[src/sv/address_range_allocator_core_defines.svh]
// Assertion macros used by the allocator RTL
`ifndef ADDRESS_RANGE_ALLOCATOR_CORE_DEFINES_SVH
`define ADDRESS_RANGE_ALLOCATOR_CORE_DEFINES_SVH

// same-cycle implication
`define ARAC_ASSERT_SAME(lbl, ante, cons, msg) \
    lbl: assert property (@(posedge i_clk) disable iff (!i_rst_n) (ante) |-> (cons)) \
        else $error(msg);

// next-cycle implication
`define ARAC_ASSERT_NEXT(lbl, ante, cons, msg) \
    lbl: assert property (@(posedge i_clk) disable iff (!i_rst_n) (ante) |=> (cons)) \
        else $error(msg);

`endif

[src/sv/arac_pkg.sv]
// Shared constants, codes and types of the range allocator
package arac_pkg;

    localparam int FREE_RANGES = 64;
    localparam int USED_RANGES = 64;
    localparam int PAGE_BITS   = 36;

    localparam int SCAN_LEN = (FREE_RANGES > USED_RANGES) ? FREE_RANGES : USED_RANGES;
    localparam int FREE_AW  = (FREE_RANGES > 1) ? $clog2(FREE_RANGES) : 1;
    localparam int USED_AW  = (USED_RANGES > 1) ? $clog2(USED_RANGES) : 1;
    localparam int SCAN_AW  = (SCAN_LEN > 1) ? $clog2(SCAN_LEN) : 1;

    localparam logic [1:0] MODE_ADD   = 2'd0;
    localparam logic [1:0] MODE_FIRST = 2'd1;
    localparam logic [1:0] MODE_EXACT = 2'd2;
    localparam logic [1:0] MODE_FREE  = 2'd3;

    localparam logic [2:0] ST_OK       = 3'd0;
    localparam logic [2:0] ST_BAD_LEN  = 3'd1;
    localparam logic [2:0] ST_NOT_FREE = 3'd2;
    localparam logic [2:0] ST_NO_FIT   = 3'd3;
    localparam logic [2:0] ST_MISMATCH = 3'd4;
    localparam logic [2:0] ST_FULL     = 3'd5;

    typedef struct packed {
        logic sel;      // entry becomes the best allocation candidate
        logic hi_upd;   // entry becomes the right neighbour
        logic lo_upd;   // entry becomes the left neighbour
    } t_cmp_flags;

endpackage

[src/sv/arac_cmp.sv]
// Per-entry compare unit used on every step of the table scan
module arac_cmp (
    input  logic [1:0]                    i_mode,
    input  logic                          i_entry_valid,
    input  logic [arac_pkg::PAGE_BITS-1:0] i_fs,
    input  logic [arac_pkg::PAGE_BITS-1:0] i_fe,
    input  logic [arac_pkg::PAGE_BITS:0]   i_a,
    input  logic                          i_a_over,
    input  logic [arac_pkg::PAGE_BITS-1:0] i_s,
    input  logic [arac_pkg::PAGE_BITS:0]   i_e,
    input  logic [arac_pkg::PAGE_BITS-1:0] i_len,
    input  logic                          i_best_found,
    input  logic [arac_pkg::PAGE_BITS-1:0] i_best_s,
    input  logic                          i_lo_found,
    input  logic [arac_pkg::PAGE_BITS-1:0] i_lo_s,
    input  logic                          i_hi_found,
    input  logic [arac_pkg::PAGE_BITS-1:0] i_hi_s,
    output arac_pkg::t_cmp_flags          o_flags,
    output logic [arac_pkg::PAGE_BITS-1:0] o_a_start,
    output logic [arac_pkg::PAGE_BITS-1:0] o_a_end
);

    logic [arac_pkg::PAGE_BITS+1:0] aend;
    logic                           fit;
    logic                           ge;

    always_comb begin
        aend = {1'b0, i_a} + {2'b00, i_len};
        if (i_mode == arac_pkg::MODE_FIRST) begin
            // len is non-zero, so a fitting end also implies a below the old end
            fit       = !i_a_over && (aend <= {2'b00, i_fe});
            o_a_start = i_a[arac_pkg::PAGE_BITS-1:0];
            o_a_end   = aend[arac_pkg::PAGE_BITS-1:0];
        end else begin
            fit       = (i_s >= i_fs) && (i_e <= {1'b0, i_fe});
            o_a_start = i_s;
            o_a_end   = i_e[arac_pkg::PAGE_BITS-1:0];
        end
        ge = i_fs >= i_s;
        o_flags.sel    = i_entry_valid && fit && (!i_best_found || i_fs < i_best_s);
        o_flags.hi_upd = i_entry_valid && ge && (!i_hi_found || i_fs < i_hi_s);
        o_flags.lo_upd = i_entry_valid && !ge && (!i_lo_found || i_fs > i_lo_s);
    end

endmodule
[config.mk]
export PLATFORM = sky130hd
export DESIGN_NAME = arac_cmp
export DESIGN_NICKNAME = d
export VERILOG_FILES = /design/src/sv/address_range_allocator_core_defines.svh /design/src/sv/arac_pkg.sv /design/src/sv/arac_cmp.sv
export SDC_FILE = /design/constraint.sdc
export NUM_CORES = 1
export LEC_CHECK = 0
export ABC_CLOCK_PERIOD_IN_PS = 11000
export BUFFER_PORTS_ARGS = -buffer_cell sky130_fd_sc_hd__buf_2
export CELL_PAD_IN_SITES_DETAIL_PLACEMENT = 1
export CELL_PAD_IN_SITES_GLOBAL_PLACEMENT = 1
export CORE_MARGIN = 2
export CORE_UTILIZATION = 35
export DETAILED_ROUTE_END_ITERATION = 12
export GPL_TIMING_DRIVEN = 0
export PLACE_DENSITY_LB_ADDON = 0.1
export SYNTH_ARGS = -nofsm -noshare
export SYNTH_HDL_FRONTEND = slang
export SYNTH_SLANG_ARGS = --single-unit
[constraint.sdc]
create_clock -name vclk -period 11
set_clock_uncertainty 0.2 [all_clocks]
set_input_delay 2.2 -clock vclk [all_inputs]
set_output_delay 2.2 -clock vclk [all_outputs]
set_load 0.05 [all_outputs]
==> results.md <==
* Mean Syn Cell Area at 6.795 um^2
* Cells after Synth at 1,219
* Leakage power at 6.361 nW
* Startpoint types: input port
* Crit share post-route at 0.8567
* HPWL Detailed at 32,200 um
* Avg WL per Cell at about 18 um
* Peak supply drop at 17.23 uV
* Arrival @ worst endpoint at 7.02 ns
* Number of global-route vias before repair at between 10,000 and 15,000
* Area leader, netlist: ha_1
* Synth top cells by count: 250 x ha_1, 202 x inv_1, 158 x nand2_1
* Setup Buffers After CTS at 0
* Site row count at 56
* Gpl congestion at 0.8943
* Setup ws final at 1.576 ns
* Mapped Area at just over 8000 um^2
* Critical path required time at 8.60 ns
* Initial Utilization at 0.3550
* Most frequent cell after synthesis: ha_1
* Post-placement setup slack at 1.567 ns
* Total core area at 23,330 um^2
* Post-route ant nets at 0
* Worst path cell trace: buf_2, ha_1, fa_1, a21o_1, a221oi_2, o21a_2, o21ai_2, o211a_1, o21a_1, nor3_1, nor2_1, ha_1, nand4_1, nor4_1, inv_1, nor4_1, o41ai_1, a32oi_1, o41ai_1, and3_1, buf_2
* Vias post-DR at roughly 10,000
* Total Power at between 0.0006 and 0.0007 W
* Fin. max-slew vios at 0
* Critical path's slowest cell: nor4_1
* Synth warnings at 0
* Slew @ Worst Pin at 0.9155 ns
* Layout cell share with drive strength beyond 1 at 0.2680
* First-pass GRT wire length at about 53,000 um
* Hold Buf Count CTS at 0
* Antenna violations before repair at 15
* # clk buffers at 0
* Critical path peak fanout at 4
* Seq/Total Area, Yosys at 0
* Drt pass-1 iters at 5
* Fin. Hold Viols at 0
* GR Overflow Total at 0
* Post-Route Setup TNS at 0 ns
* Via density per instance at 5.180
* Final nets at 2,213
* Critical path's largest stage delay at 0.59 ns
* Chip Width at between 150 and 200 um
* Die area at 24,910 um^2
* Final min period at 9.424 ns
* Worst slew margin at 0.3810
* Synth top area share at 0.3776
* RSZ-0062 raised after global routing: no
* CP Capture Type: output port
* Pin count of the biggest net entering global routing at 11
* Status: finished, final reports clean
* Synth cell types at just under 70
* Number of I/O pins at between 400 and 500
* Crit path from: i_a[0]
* Power Density at ~57 nW/um^2
* Die height at 157.8 um
* Kind of critical path: in2out
* Residual DRC at 0
* FMAX at 0.1061 GHz
* Synth-to-Final Area Change at 29.83%
* IO Port Bufs at approximately 410
* Filler cells at 3,255
* Routed WL at 34,740 um
* Syn_nets at 1,803
* Final setup violation count at 0
* GR Util All Layers at 0.2663
* Max_cap viols at 0
* DRT iter0 DRCs at roughly 390
* FFs & Latches at 0
* Main area contributors after synthesis: ha_1 38%, inv_1 9.2%, nand2_1 7.2%
* Sequential cell area at 0 um^2
* Worst hold path type: in2out
* Crit path capture: o_flags[2]
* Post-CTS sizing at 0
[power breakdown]
part	internal, W	total [W]	switching, W	leakage [nW]
Sequential	0	0	0	0
Clock	0.000000000146	0.000000000146	0	0.0000761
Combinational	0.000227	0.000608	0.000381	6.36
[logic make-up (layout without fill, tap and decap cells)]
group | after synthesis | count (layout) | synth area share
muxes | 11 | 11 | 0.01450
adders and majority gates | 251 | 251 | 0.3801
and+or+nand+nor | 364 | 364 | 0.2089
AOI/OAI and AO/OA | 339 | 339 | 0.2627
buffers and inverters | 227 | 635 | 0.1053
other | 0 | 12 | 0
xor gates and xnor gates | 27 | 27 | 0.02855
[worst min path at each step]
stage	start	to	slack, ns	depth (start not counted)
global route	i_e[9]	o_a_end[9]	4.61	4
floorplan	i_entry_valid	o_flags[0]	4.45	2
detailed placement	i_e[9]	o_a_end[9]	4.60	4
global placement	i_e[10]	o_a_end[10]	4.59	4
finish	i_e[10]	o_a_end[10]	4.60	4
CTS	i_e[9]	o_a_end[9]	4.60	4
[final cells by class]
cell class                      count  area [um^2]  share of cell area
Timing Repair Buffer              408         2042              0.1899
Tap cell                          319        399.1             0.03711
Inverter                          202        758.2             0.07051
Multi-Input combinational cell    992         7411              0.6891
Buffer                             25        113.9             0.01059
Antenna cell                       12        30.03            0.002792
[through the flow]
stage	hold WS (ns)	instance area (um^2)	utilization	cells
CTS	4.599	10720	0.4596	1946
detailed placement	4.599	10720	0.4596	1946
finish	4.596	10750	0.4609	1958
global route	4.612	10750	0.4607	1956
global placement	4.594	10720	0.4596	1946
floorplan	4.448	8283	-	1219
[layout by cell type, fill, tap and decap left out, drive strengths merged, types with 7 or more instances in the layout]
| cell | n |
|---|---|
| buf | 417 |
| ha | 250 |
| inv | 202 |
| nand2 | 158 |
| a21oi | 110 |
| o21ai | 85 |
| a21o | 50 |
| nor2 | 48 |
| nand3 | 38 |
| nand4 | 34 |
| xnor2 | 20 |
| nor3 | 18 |
| clkbuf | 16 |
| diode | 12 |
| and3 | 12 |
| nor4 | 12 |
| a211oi | 11 |
| nor2b | 11 |
| nand2b | 10 |
| o21a | 10 |
| o31ai | 9 |
| mux2 | 8 |
| o211ai | 8 |
| xor2 | 7 |
| o21bai | 7 |
| a221oi | 7 |
[worst max-delay path, delay by kind of cell]
| family | cells | cell delay [ns] |
|---|---|---|
| AOI/OAI and AO/OA | 9 | 1.83 |
| and+or+nand+nor | 6 | 1.60 |
| adders and majority gates | 3 | 0.94 |
| buffers and inverters | 3 | 0.43 |
[routing by layer]
layer | routed length, um | global-route usage | vias to the layer above
met1 | 14780 | 0.3165 | 4662
li1 | - | - | 5188
met5 | 27 | 0 | -
met2 | 17450 | 0.5002 | 248
met3 | 1702 | 0.03860 | 40
met4 | 778 | 0.06061 | 4
No activity file was read; power rests on OpenSTA's default activity.
